### src/rtl/assert_macros.svh
`ifndef ASSERT_MACROS_SVH
`define ASSERT_MACROS_SVH

// Property checked at every rising clock edge outside reset.
`define ASSERT_CLK(label, prop, msg) \
    label: assert property (@(posedge clk) disable iff (!rst_n) (prop)) else $error(msg);

// Condition that must hold whenever the enable is high.
`define ASSERT_WHEN(label, en, cond, msg) \
    `ASSERT_CLK(label, (en) |-> (cond), msg)

`endif

### src/rtl/tdq_pkg.sv
package tdq_pkg;

    localparam int unsigned DEPTH       = 16;
    localparam int unsigned TIME_BITS   = 32;
    localparam int unsigned HANDLE_BITS = 8;
    localparam int unsigned MAX_RESULTS = 16;
    localparam int unsigned OCC_W       = $clog2(DEPTH + 1);
    localparam int unsigned IDX_W       = $clog2(DEPTH);

    typedef enum logic [1:0] {
        CMD_ADD    = 2'd0,
        CMD_ADJUST = 2'd1,
        CMD_DELETE = 2'd2,
        CMD_TICK   = 2'd3
    } cmd_t;

    typedef enum logic [1:0] {
        ST_OK        = 2'd0,
        ST_FULL      = 2'd1,
        ST_NOT_FOUND = 2'd2,
        ST_DUPLICATE = 2'd3
    } status_t;

    typedef enum logic [3:0] {
        S_IDLE,
        S_FIND_RD,
        S_FIND_CHK,
        S_REM_RD,
        S_REM_WR,
        S_INS_RD,
        S_INS_CHK,
        S_TICK_RD,
        S_TICK_CHK,
        S_TICK_END,
        S_EMIT_RD,
        S_EMIT_OUT,
        S_PACK_RD,
        S_PACK_WR,
        S_RESULT
    } state_t;

    typedef struct packed {
        logic [1:0]             cmd;
        logic [HANDLE_BITS-1:0] handle;
        logic [TIME_BITS-1:0]   deadline;
        logic [TIME_BITS-1:0]   now;
    } req_t;

    typedef struct packed {
        logic [1:0]             status;
        logic                   expired_valid;
        logic [HANDLE_BITS-1:0] expired_handle;
        logic [TIME_BITS-1:0]   expired_deadline;
        logic                   last;
    } rsp_t;

    typedef struct packed {
        logic                   en;
        logic [IDX_W-1:0]       addr;
        logic [TIME_BITS-1:0]   deadline;
        logic [HANDLE_BITS-1:0] handle;
    } mem_wr_t;

    typedef struct packed {
        logic hnd_eq;
        logic le;
    } cmp_t;

endpackage

### src/rtl/tdq_store.sv
module tdq_store import tdq_pkg::*;
(
    input  logic                   clk,
    input  mem_wr_t                wr,
    input  logic                   rd_en,
    input  logic [IDX_W-1:0]       rd_addr,
    output logic [TIME_BITS-1:0]   rd_deadline,
    output logic [HANDLE_BITS-1:0] rd_handle
);

    logic [TIME_BITS-1:0]   dl_mem [DEPTH];
    logic [HANDLE_BITS-1:0] hd_mem [DEPTH];
    logic [TIME_BITS-1:0]   rd_deadline_reg;
    logic [HANDLE_BITS-1:0] rd_handle_reg;

    always_ff @(posedge clk)
    begin
        if (wr.en)
        begin
            dl_mem[wr.addr] <= wr.deadline;
            hd_mem[wr.addr] <= wr.handle;
        end
        if (rd_en)
        begin
            rd_deadline_reg <= dl_mem[rd_addr];
            rd_handle_reg   <= hd_mem[rd_addr];
        end
    end

    assign rd_deadline = rd_deadline_reg;
    assign rd_handle   = rd_handle_reg;

endmodule

### src/rtl/tdq_cmp.sv
module tdq_cmp import tdq_pkg::*;
(
    input  logic [TIME_BITS-1:0]   a_deadline,
    input  logic [TIME_BITS-1:0]   b_deadline,
    input  logic [HANDLE_BITS-1:0] a_handle,
    input  logic [HANDLE_BITS-1:0] b_handle,
    output cmp_t                   res
);

    always_comb
    begin
        res.hnd_eq = (a_handle == b_handle);
        res.le     = (a_deadline <= b_deadline);
    end

endmodule

### src/rtl/sorted_deadline_timer_queue.sv
// Sorted timer list of DEPTH entries kept in a memory with one read and one write
// port, walked by a sequencer around one shared compare unit; each memory step is
// a read, then a compare or a write. Add, adjust and delete first search for the
// handle entry by entry, then remove and/or insert by shifting entries one at a
// time. Tick scans the expired entries from the front (at most MAX_RESULTS),
// emits them, waiting while the output is not taken, and compacts the rest; with
// none due it gives a single status response. The block takes a new item only
// when the previous one is done; the last result may still wait in the output
// register meanwhile.
`include "assert_macros.svh"

module sorted_deadline_timer_queue import tdq_pkg::*;
(
    input  logic clk,
    input  logic rst_n,
    input  logic req_valid,
    output logic req_ready,
    input  req_t req,
    output logic rsp_valid,
    input  logic rsp_ready,
    output rsp_t rsp
);

    state_t                 state_reg, state_next;
    logic [OCC_W-1:0]       occ_reg, occ_next;
    logic [OCC_W-1:0]       ptr_reg, ptr_next;
    logic [OCC_W-1:0]       cnt_reg, cnt_next;
    cmd_t                   cmd_reg, cmd_next;
    logic [HANDLE_BITS-1:0] hnd_reg, hnd_next;
    logic [TIME_BITS-1:0]   dl_reg, dl_next;
    status_t                st_reg, st_next;
    logic                   rsp_valid_reg, rsp_valid_next;
    rsp_t                   rsp_reg, rsp_next;

    mem_wr_t                wr;
    logic                   rd_en;
    logic [IDX_W-1:0]       rd_addr;
    logic [TIME_BITS-1:0]   rd_deadline;
    logic [HANDLE_BITS-1:0] rd_handle;
    cmp_t                   cmp;

    logic                   rsp_free;
    logic                   load_exp;
    logic [OCC_W-1:0]       ptr_inc;
    logic [OCC_W-1:0]       ptr_dec;
    logic [OCC_W:0]         ptr_plus_cnt;
    logic                   emit_last;

    tdq_store u_store
    (
        .clk         (clk),
        .wr          (wr),
        .rd_en       (rd_en),
        .rd_addr     (rd_addr),
        .rd_deadline (rd_deadline),
        .rd_handle   (rd_handle)
    );

    tdq_cmp u_cmp
    (
        .a_deadline (rd_deadline),
        .b_deadline (dl_reg),
        .a_handle   (rd_handle),
        .b_handle   (hnd_reg),
        .res        (cmp)
    );

    assign rsp_free     = !rsp_valid_reg || rsp_ready;
    assign ptr_inc      = ptr_reg + OCC_W'(1);
    assign ptr_dec      = ptr_reg - OCC_W'(1);
    assign ptr_plus_cnt = {1'b0, ptr_reg} + {1'b0, cnt_reg};
    assign emit_last    = (ptr_inc == cnt_reg);

    always_ff @(posedge clk or negedge rst_n)
    begin
        if (!rst_n)
        begin
            state_reg     <= S_IDLE;
            occ_reg       <= '0;
            ptr_reg       <= '0;
            cnt_reg       <= '0;
            cmd_reg       <= CMD_ADD;
            st_reg        <= ST_OK;
            rsp_valid_reg <= 1'b0;
        end
        else
        begin
            state_reg     <= state_next;
            occ_reg       <= occ_next;
            ptr_reg       <= ptr_next;
            cnt_reg       <= cnt_next;
            cmd_reg       <= cmd_next;
            st_reg        <= st_next;
            rsp_valid_reg <= rsp_valid_next;
        end
    end

    always_ff @(posedge clk)
    begin
        hnd_reg <= hnd_next;
        dl_reg  <= dl_next;
        rsp_reg <= rsp_next;
    end

    always_comb
    begin
        state_next     = state_reg;
        occ_next       = occ_reg;
        ptr_next       = ptr_reg;
        cnt_next       = cnt_reg;
        cmd_next       = cmd_reg;
        hnd_next       = hnd_reg;
        dl_next        = dl_reg;
        st_next        = st_reg;
        rsp_valid_next = rsp_valid_reg && !rsp_ready;
        rsp_next       = rsp_reg;
        req_ready      = 1'b0;
        rd_en          = 1'b0;
        rd_addr        = '0;
        wr             = '0;
        load_exp       = 1'b0;

        unique case (state_reg)
            S_IDLE:
            begin
                req_ready = 1'b1;
                if (req_valid)
                begin
                    cmd_next = cmd_t'(req.cmd);
                    hnd_next = req.handle;
                    dl_next  = (cmd_t'(req.cmd) == CMD_TICK) ? req.now : req.deadline;
                    st_next  = ST_OK;
                    ptr_next = '0;
                    state_next = (cmd_t'(req.cmd) == CMD_TICK) ? S_TICK_RD : S_FIND_RD;
                end
            end
            S_FIND_RD:
            begin
                if (ptr_reg == occ_reg)
                begin
                    if (cmd_reg == CMD_ADD)
                    begin
                        if (occ_reg == OCC_W'(DEPTH))
                        begin
                            st_next    = ST_FULL;
                            state_next = S_RESULT;
                        end
                        else
                        begin
                            state_next = S_INS_RD;
                        end
                    end
                    else
                    begin
                        st_next    = ST_NOT_FOUND;
                        state_next = S_RESULT;
                    end
                end
                else
                begin
                    rd_en      = 1'b1;
                    rd_addr    = ptr_reg[IDX_W-1:0];
                    state_next = S_FIND_CHK;
                end
            end
            S_FIND_CHK:
            begin
                if (cmp.hnd_eq)
                begin
                    if (cmd_reg == CMD_ADD)
                    begin
                        st_next    = ST_DUPLICATE;
                        state_next = S_RESULT;
                    end
                    else
                    begin
                        state_next = S_REM_RD;
                    end
                end
                else
                begin
                    ptr_next   = ptr_inc;
                    state_next = S_FIND_RD;
                end
            end
            S_REM_RD:
            begin
                if ({1'b0, ptr_inc} >= {1'b0, occ_reg})
                begin
                    occ_next = occ_reg - OCC_W'(1);
                    if (cmd_reg == CMD_ADJUST)
                    begin
                        ptr_next   = occ_reg - OCC_W'(1);
                        state_next = S_INS_RD;
                    end
                    else
                    begin
                        state_next = S_RESULT;
                    end
                end
                else
                begin
                    rd_en      = 1'b1;
                    rd_addr    = ptr_inc[IDX_W-1:0];
                    state_next = S_REM_WR;
                end
            end
            S_REM_WR:
            begin
                wr.en       = 1'b1;
                wr.addr     = ptr_reg[IDX_W-1:0];
                wr.deadline = rd_deadline;
                wr.handle   = rd_handle;
                ptr_next    = ptr_inc;
                state_next  = S_REM_RD;
            end
            S_INS_RD:
            begin
                if (ptr_reg == '0)
                begin
                    wr.en       = 1'b1;
                    wr.addr     = '0;
                    wr.deadline = dl_reg;
                    wr.handle   = hnd_reg;
                    occ_next    = occ_reg + OCC_W'(1);
                    state_next  = S_RESULT;
                end
                else
                begin
                    rd_en      = 1'b1;
                    rd_addr    = ptr_dec[IDX_W-1:0];
                    state_next = S_INS_CHK;
                end
            end
            S_INS_CHK:
            begin
                wr.en   = 1'b1;
                wr.addr = ptr_reg[IDX_W-1:0];
                if (!cmp.le)
                begin
                    wr.deadline = rd_deadline;
                    wr.handle   = rd_handle;
                    ptr_next    = ptr_dec;
                    state_next  = S_INS_RD;
                end
                else
                begin
                    wr.deadline = dl_reg;
                    wr.handle   = hnd_reg;
                    occ_next    = occ_reg + OCC_W'(1);
                    state_next  = S_RESULT;
                end
            end
            S_TICK_RD:
            begin
                if ((ptr_reg == occ_reg) || (32'(ptr_reg) == MAX_RESULTS))
                begin
                    state_next = S_TICK_END;
                end
                else
                begin
                    rd_en      = 1'b1;
                    rd_addr    = ptr_reg[IDX_W-1:0];
                    state_next = S_TICK_CHK;
                end
            end
            S_TICK_CHK:
            begin
                if (cmp.le)
                begin
                    ptr_next   = ptr_inc;
                    state_next = S_TICK_RD;
                end
                else
                begin
                    state_next = S_TICK_END;
                end
            end
            S_TICK_END:
            begin
                cnt_next   = ptr_reg;
                ptr_next   = '0;
                state_next = (ptr_reg == '0) ? S_RESULT : S_EMIT_RD;
            end
            S_EMIT_RD:
            begin
                rd_en      = 1'b1;
                rd_addr    = ptr_reg[IDX_W-1:0];
                state_next = S_EMIT_OUT;
            end
            S_EMIT_OUT:
            begin
                if (rsp_free)
                begin
                    load_exp                  = 1'b1;
                    rsp_valid_next            = 1'b1;
                    rsp_next.status           = ST_OK;
                    rsp_next.expired_valid    = 1'b1;
                    rsp_next.expired_handle   = rd_handle;
                    rsp_next.expired_deadline = rd_deadline;
                    rsp_next.last             = emit_last;
                    if (emit_last)
                    begin
                        ptr_next   = '0;
                        state_next = S_PACK_RD;
                    end
                    else
                    begin
                        ptr_next   = ptr_inc;
                        state_next = S_EMIT_RD;
                    end
                end
            end
            S_PACK_RD:
            begin
                if (ptr_plus_cnt >= {1'b0, occ_reg})
                begin
                    occ_next   = occ_reg - cnt_reg;
                    state_next = S_IDLE;
                end
                else
                begin
                    rd_en      = 1'b1;
                    rd_addr    = ptr_plus_cnt[IDX_W-1:0];
                    state_next = S_PACK_WR;
                end
            end
            S_PACK_WR:
            begin
                wr.en       = 1'b1;
                wr.addr     = ptr_reg[IDX_W-1:0];
                wr.deadline = rd_deadline;
                wr.handle   = rd_handle;
                ptr_next    = ptr_inc;
                state_next  = S_PACK_RD;
            end
            S_RESULT:
            begin
                if (rsp_free)
                begin
                    rsp_valid_next            = 1'b1;
                    rsp_next.status           = st_reg;
                    rsp_next.expired_valid    = 1'b0;
                    rsp_next.expired_handle   = '0;
                    rsp_next.expired_deadline = '0;
                    rsp_next.last             = 1'b1;
                    state_next                = S_IDLE;
                end
            end
            default:
            begin
                state_next = S_IDLE;
            end
        endcase
    end

    assign rsp_valid = rsp_valid_reg;
    assign rsp       = rsp_reg;

    `ASSERT_CLK(a_occ_bound, occ_reg <= OCC_W'(DEPTH), "occupancy exceeds depth")
    `ASSERT_WHEN(a_exp_due, load_exp, rd_deadline <= dl_reg, "reported timer not yet due")
    `ASSERT_WHEN(a_emit_count, state_reg == S_EMIT_OUT, ptr_reg < cnt_reg, "emit past count")

endmodule
### config.mk
export PLATFORM = sky130hd
export DESIGN_NAME = sorted_deadline_timer_queue
export DESIGN_NICKNAME = d
export VERILOG_FILES = /design/src/rtl/tdq_pkg.sv /design/src/rtl/tdq_store.sv /design/src/rtl/tdq_cmp.sv /design/src/rtl/sorted_deadline_timer_queue.sv
export VERILOG_INCLUDE_DIRS = /design/src /design/src/rtl
export SDC_FILE = /design/constraint.sdc
export NUM_CORES = 1
export LEC_CHECK = 0
export ABC_CLOCK_PERIOD_IN_PS = 6400
export BUFFER_PORTS_ARGS = -buffer_cell sky130_fd_sc_hd__buf_2
export CELL_PAD_IN_SITES_DETAIL_PLACEMENT = 1
export CELL_PAD_IN_SITES_GLOBAL_PLACEMENT = 1
export CORE_UTILIZATION = 41
export DETAILED_ROUTE_END_ITERATION = 10
export PLACE_DENSITY_LB_ADDON = 0.25
export SLEW_MARGIN = 40
export SYNTH_ARGS = -nofsm -noshare
export SYNTH_HDL_FRONTEND = slang
export SYNTH_SLANG_ARGS = --single-unit
export TNS_END_PERCENT = 100
### constraint.sdc
create_clock -name clk -period 6.4 [get_ports clk]
set_input_delay 0.64 -clock clk [delete_from_list [all_inputs] [get_ports clk]]
set_output_delay 0.64 -clock clk [all_outputs]
set_load 0.1 [all_outputs]
==> results.py, run 1 <==
metrics = {
    "run_status": {
        "status": "complete, no violations",
    },
    "finish": {
        "syn2layout_area_growth_pct": 14.9,
        "layout-drive-gt1-share": 0.159,
        "fillers": 7795,
        "instances_no_fill": 3474,
        "mostFrequentLayoutCell": "edfxtp_1",
        "largest_reg_flops": 512,
        "final_util": 0.477,
        "num-nets-final": 2489,
        "final_cell_mix": "edfxtp_1 (764), mux2i_1 (240), nand2_1 (236), o22ai_1 (125), buf_2 (123)",
    },
    "synth": {
        "syn_area_mm2": 0.0329,
        "yosysSeqAreaShare": 0.716,
        "syn-num-nets": 2344,
        "ys.flop_type": "edfxtp_1",
        "synth_cells": 2210,
        "synth_edf_count": 764,
        "synth_top_cell_area_share": 0.698,
        "synthArstFlopShare": 0.0305,
        "syn_avg_cell_area_um2": 14.9,
        "yosys-top-cells-area": "edfxtp_1 (70%), mux2i_1 (7.3%), nand2_1 (2.7%), o22ai_1 (2.4%), ha_1 (2.1%)",
        "post-synth-top-area-cell": "edfxtp_1",
        "synth-seq-cells": 788,
        "yosysWarnings": 0,
        "ys_types": 64,
    },
    "sta": {
        "setup_viol": 0,
        "worstMarginPinSlew_ns": 0.867,
        "rsz0062_at_grt": "false",
        "hold_viol_final": 0,
        "post-route-period-util": 0.838,
        "fin_skew_ns": 0.0256,
        "max_freq_mhz": 187,
        "finalCriticalPeriod_ns": 5.36,
        "final_max_slew_viol_count": 0,
        "relSlewSlack": 0.422,
        "whs_ns": 0.0109,
        "fin_tns_setup_ns": 0,
    },
    "global_routing": {
        "grt_usage": 0.226,
        "grt_remaining_overflow": 0,
        "antenna_found_initial": 0,
        "grt_pass1_vias": 20900,
        "grt_pass1_wl_um": 135000,
        "grt_max_degree": 89,
    },
    "routing": {
        "vias": 19800,
        "top_layer_used": "met4",
        "drtIter0Drc": 1469,
        "drc": 0,
        "dr.pass1.iters": 5,
        "m1WireLength_um": 39500,
        "wl_per_cell_um": 26.6,
        "wl_met2_um": 45800,
        "dr_wl_met3_um": 4880,
        "antenna_left": 0,
        "wirelength_um": 92300,
        "viasPerCell": 5.70,
    },
    "clock_network": {
        "cts.path.max_buffers": 3,
        "h-tree-depth": 3,
        "numCtsBuffers": 85,
        "post_cts_resized": 0,
        "clock-root-buffer": "clkbuf_16",
        "worst_skew_pair.late_latency_ns": 0.65,
        "hold_buffers": 0,
        "postCtsSetupBuffers": 0,
        "cts_tree": "built",
        "cts_sinks": 788,
        "path_clk_slew_ns": 0.06,
    },
    "power": {
        "switchingPower_mw": 7.42,
        "finalPower_mw": 19.5,
        "power_frac_seq": 0.376,
        "combPwrFrac": 0.378,
        "power_density_mw_per_mm2": 517,
        "swShare": 0.380,
        "power.leakage_nw": 14.0,
        "pwr-share-clk": 0.246,
        "internal-power_mw": 12.1,
        "vdd_drop_max_uv": 415,
    },
    "die": {
        "num_rows": 103,
        "die_x_um": 285,
        "die_h_um": 285,
        "initial_core_util": 0.415,
        "ios": 124,
        "core-area_mm2": 0.0791,
        "die_area_mm2": 0.0813,
    },
    "placed_design": {
        "dp.cells": 3317,
        "hpwl_um": 51700,
        "io_buffers": 123,
        "routabilityCongestion": 0.834,
    },
    "critical_path": {
        "crit_start": "ptr_reg[0]$_DFFE_PN0P_",
        "r2r_cells": 16,
        "cp.required_ns": 6.79,
        "rrSetupSlack_ns": 1.04,
        "path_max_fanout": 40,
        "r2r_end": "u_store.rd_deadline[30]$_DFFE_PP_",
        "end_kind": "flop",
        "r2r-start": "ptr_reg[0]$_DFFE_PN0P_",
        "cp-start-kind": "flop",
        "worst-setup-path-type": "reg -> reg",
        "critical_path_arrival_ns": 5.75,
    },
    "run": {
        "drv_cap": 0,
    },
    "hold_path": {
        "hold_path_class": "in -> async",
    },
}
## cells in the mapped netlist, types with 5 or more instances
cell type,instances
a21o_1,15
a21oi_1,72
a22o_1,44
and2_1,41
buf_1,18
buf_2,35
buf_4,6
buf_6,5
clkbuf_1,55
dfrtp_1,24
edfxtp_1,764
ha_1,54
inv_1,53
mux2_2,40
mux2i_1,240
nand2_1,239
nand2b_1,7
nand3_1,98
nand4_1,9
nor2_1,54
nor2b_1,9
nor3_1,62
o21ai_0,31
o22ai_1,125
or2_2,6
or3_1,8
xnor2_1,24
xor2_1,9
## through the flow
| step | setup slack, ns | cell area (µm²) |
|---|---|---|
| after floorplan | 1.52 | 32900 |
| after global placement | 1.23 | 34900 |
| after detailed placement | 1.07 | 35000 |
| final | 1.04 | 37800 |
| after global routing | 0.780 | 37800 |
| after CTS | 1.04 | 37700 |
## power by group through the flow
stage	Sequential, mW	Clock [mW]	Combinational, mW
final	7.35	4.81	7.38
after global routing	7.39	5.08	7.99
after CTS	7.34	4.90	7.40
after detailed placement	7.44	0	7.35
after global placement	7.43	0	7.02
after floorplan	7.49	0	4.92
## critical path, stage by stage (launching register included)
cell	delay, ns
dfrtp_1	0.58
ha_1	0.34
fa_1	0.41
a21o_1	0.18
a21oi_1	0.19
xnor2_1	0.15
ha_1	0.30
a22o_1	0.23
or4_4	0.44
a311oi_4	0.40
a221oi_1	0.26
o21a_4	0.35
nand3_2	0.14
buf_4	0.62
o22ai_1	0.18
nor3_1	0.23
o21ai_1	0.09
## metal layers
layer,vias up,track usage
met5,-,0
met1,10300,0.298
li1,8764,-
met2,583,0.385
met4,0,0.0650
met3,138,0.0350
## cell families after synthesis
logic type      after synthesis  synth area share
xor+xnor                     33           0.00879
simple gates                547            0.0771
compound gates              332            0.0663
fa+ha+maj                    56            0.0218
buf+inv                     174            0.0231
flops                       788             0.716
mux                         280            0.0868
## cell type report
class / count / area, µm² / area share
antenna: 1 / 2.50 / 0.0000663
clock buffer: 109 / 2240 / 0.0593
timing repair buffer: 179 / 1220 / 0.0322
tap: 1050 / 1310 / 0.0348
sequential: 788 / 23500 / 0.623
multi-input combinational: 1248 / 8770 / 0.232
clock inverter: 46 / 477 / 0.0126
inverter: 53 / 199 / 0.00527
## how the worst max path moves through the flow
| stage | depth (start not counted) | to | slack (ns) |
|---|---|---|---|
| after global placement | 16 | u_store.rd_deadline[30]$_DFFE_PP_ | 1.23 |
| after global routing | 16 | u_store.rd_deadline[30]$_DFFE_PP_ | 0.78 |
| final | 16 | u_store.rd_deadline[30]$_DFFE_PP_ | 1.04 |
| after detailed placement | 16 | u_store.rd_deadline[1]$_DFFE_PP_ | 1.07 |
| after floorplan | 8 | u_store.dl_mem[0][0]$_DFFE_PP_ | 1.52 |
| after CTS | 16 | u_store.rd_deadline[1]$_DFFE_PP_ | 1.04 |
(Power assumes the default switching activity.)
==> inputs of run 2 (changes only) <==
ABC_AREA = 1   (was unset)
ABC_CLOCK_PERIOD_IN_PS = 4400   (was 6400)
clock period = 4.4 ns   (was 6.4 ns; I/O delays follow)
==> run 2 against run 1 <==
Against the previous run:
- non-clock buffer count increased by 82
- setup slack got worse by 0.78 ns
- combinational power increased by 64%
- count of clock-buffer cells in the layout increased by 1
- highest routed layer unchanged
==> results.py, run 2 <==
metrics = {
    "sta": {
        "rsz0062_at_grt": "false",
        "setup_ws_ns": 0.258,
        "relSlewSlack": 0.372,
        "whs_ns": 0.0351,
        "fin_skew_ns": 0.0383,
        "finalCriticalPeriod_ns": 4.14,
        "worstMarginPinSlew_ns": 0.942,
        "post-route-period-util": 0.941,
        "hold_viol_final": 0,
        "max_freq_mhz": 241,
        "final_max_slew_viol_count": 0,
        "setup_viol": 0,
        "fin_tns_setup_ns": 0,
    },
    "clock_network": {
        "cts_tree": "built",
        "cts.path.max_buffers": 3,
        "post_cts_resized": 0,
        "h-tree-depth": 3,
        "postCtsSetupBuffers": 0,
        "clock-root-buffer": "clkbuf_16",
        "worst_skew_pair.late_latency_ns": 0.66,
        "cts_sinks": 788,
        "hold_buffers": 9,
        "numCtsBuffers": 87,
        "path_clk_slew_ns": 0.06,
    },
    "critical_path": {
        "end_kind": "flop",
        "cp.required_ns": 4.78,
        "cp-start-kind": "flop",
        "path_max_fanout": 156,
        "critical_path_arrival_ns": 4.52,
        "worst-setup-path-type": "reg -> reg",
    },
    "finish": {
        "largest_reg_flops": 512,
        "seqCellArea_mm2": 0.0235,
        "final_area_mm2": 0.0428,
        "final_util": 0.475,
        "multiInputGateArea_mm2": 0.00983,
        "instances_no_fill": 5089,
        "fillers": 9970,
        "layout-drive-gt1-share": 0.112,
        "syn2layout_area_growth_pct": 14.8,
        "antenna_cells": 0,
        "final_cell_mix": "inv_1 (774), edfxtp_1 (764), nand2_1 (630), nand3_1 (597), nand4_1 (332)",
        "num-nets-final": 3978,
        "mostFrequentLayoutCell": "inv_1",
    },
    "synth": {
        "synth_top_cell_area_share": 0.616,
        "yosysWarnings": 0,
        "netlist_top_cells_count": "inv_1 (782), edfxtp_1 (764), nand2_1 (631)",
        "synth_edf_count": 764,
        "yosysSeqAreaShare": 0.632,
        "synthArstFlopShare": 0.0305,
        "ys.flop_type": "edfxtp_1",
        "yosys-top-cells-area": "edfxtp_1 (62%), nand3_1 (8.0%), inv_1 (7.9%), nand2_1 (6.4%), nand4_1 (5.6%)",
        "synth-seq-cells": 788,
        "syn_avg_cell_area_um2": 10.0,
        "synth_most_common_cell": "inv_1",
        "syn-num-nets": 3847,
        "post-synth-top-area-cell": "edfxtp_1",
        "syn_area_mm2": 0.0373,
        "synth_cells": 3713,
        "ys_types": 41,
    },
    "die": {
        "initial_core_util": 0.414,
        "die_x_um": 303,
        "core-area_mm2": 0.0900,
        "die_h_um": 303,
        "num_rows": 110,
        "die_area_mm2": 0.0921,
        "ios": 124,
    },
    "power": {
        "vdd_drop_max_uv": 594,
        "power_density_mw_per_mm2": 701,
        "power.leakage_nw": 18.5,
        "finalPower_mw": 30.0,
    },
    "global_routing": {
        "antenna_found_initial": 2,
        "grt_usage": 0.263,
        "grt_pass1_vias": 28800,
        "grt_pass1_wl_um": 180000,
        "grt_max_degree": 157,
        "grt_remaining_overflow": 0,
    },
    "routing": {
        "drtIter0Drc": 2645,
        "vias": 28300,
        "viasPerCell": 5.57,
        "antenna_left": 0,
        "wirelength_um": 121000,
        "wl_per_cell_um": 23.8,
        "dr.pass1.iters": 5,
        "drc": 0,
    },
    "placed_design": {
        "dp.cells": 4921,
        "pre_cts_ws_ns": 0.425,
        "placed_cell_area_mm2": 0.0399,
        "io_buffers": 123,
        "hpwl_um": 68900,
        "routabilityCongestion": 0.898,
    },
    "run_status": {
        "status": "complete, no violations",
    },
    "run": {
        "drv_cap": 0,
    },
    "hold_path": {
        "hold_path_class": "in -> reg",
    },
}
run 2: final cells by class:
type                            instances  share of cell area
Inverter                              800              0.0703
Timing Repair Buffer                  261              0.0502
Tap cell                             1176              0.0344
Multi-Input combinational cell       1906               0.230
Clock buffer                          110              0.0544
Sequential cell                       788               0.550
Clock inverter                         48              0.0105
run 2: routing by layer:
layer	global-route usage	wire length, µm
met5	0	0
met4	0.0761	3190
met3	0.0406	8250
met2	0.425	56000
met1	0.367	53500
run 2: worst max-delay path, stage by stage (launching register included):
cell and delay [ns]:
dfrtp_1 0.59, ha_1 0.27, nand3_1 0.11, xor2_1 0.24, inv_1 0.09, ha_1 0.33
nand2_1 0.08, inv_1 0.08, nand4_1 0.12, nand4_1 0.24, nand2_1 0.20, nand2_8 0.14
buf_12 0.47, nand4_1 0.22, nand3_1 0.15, nand3_1 0.10, nand3_1 0.13, nand2_1 0.08
run 2: kinds of logic (layout without fill, tap and decap cells):
family,Yosys count,count (layout),synth area share
buf+inv,1019,1219,0.108
compound gates,115,115,0.0168
fa+ha+maj,56,56,0.0192
mux,2,2,0.000605
simple gates,1714,1714,0.218
flops,788,788,0.632
xor+xnor,19,19,0.00447
run 2: worst paths after layout:
| path | start | endpoint | slack, ns | depth (start not counted) |
|---|---|---|---|---|
| max in group asynchronous | rst_n | state_reg[1]$_DFFE_PN0P_ | 3.58 | 2 |
| setup / recovery | ptr_reg[1]$_DFFE_PN0P_ | u_store.rd_deadline[4]$_DFFE_PP_ | 0.26 | 17 |
| setup reg to reg | ptr_reg[1]$_DFFE_PN0P_ | u_store.rd_deadline[4]$_DFFE_PP_ | 0.26 | 17 |
| hold / removal | req[72] | cmd_reg[0]$_DFFE_PN0P_ | 0.04 | 3 |
| min in group asynchronous | rst_n | ptr_reg[0]$_DFFE_PN0P_ | 0.36 | 2 |
| hold reg to reg | st_reg[0]$_DFFE_PN0P_ | st_reg[0]$_DFFE_PN0P_ | 0.53 | 2 |
run 2: report_power, final:
part / switching (mW) / leakage, nW / internal, mW
combinational: 8.59 / 9.79 / 3.50
clock: 3.03 / 1.34 / 4.21
sequential: 0.477 / 7.36 / 10.2
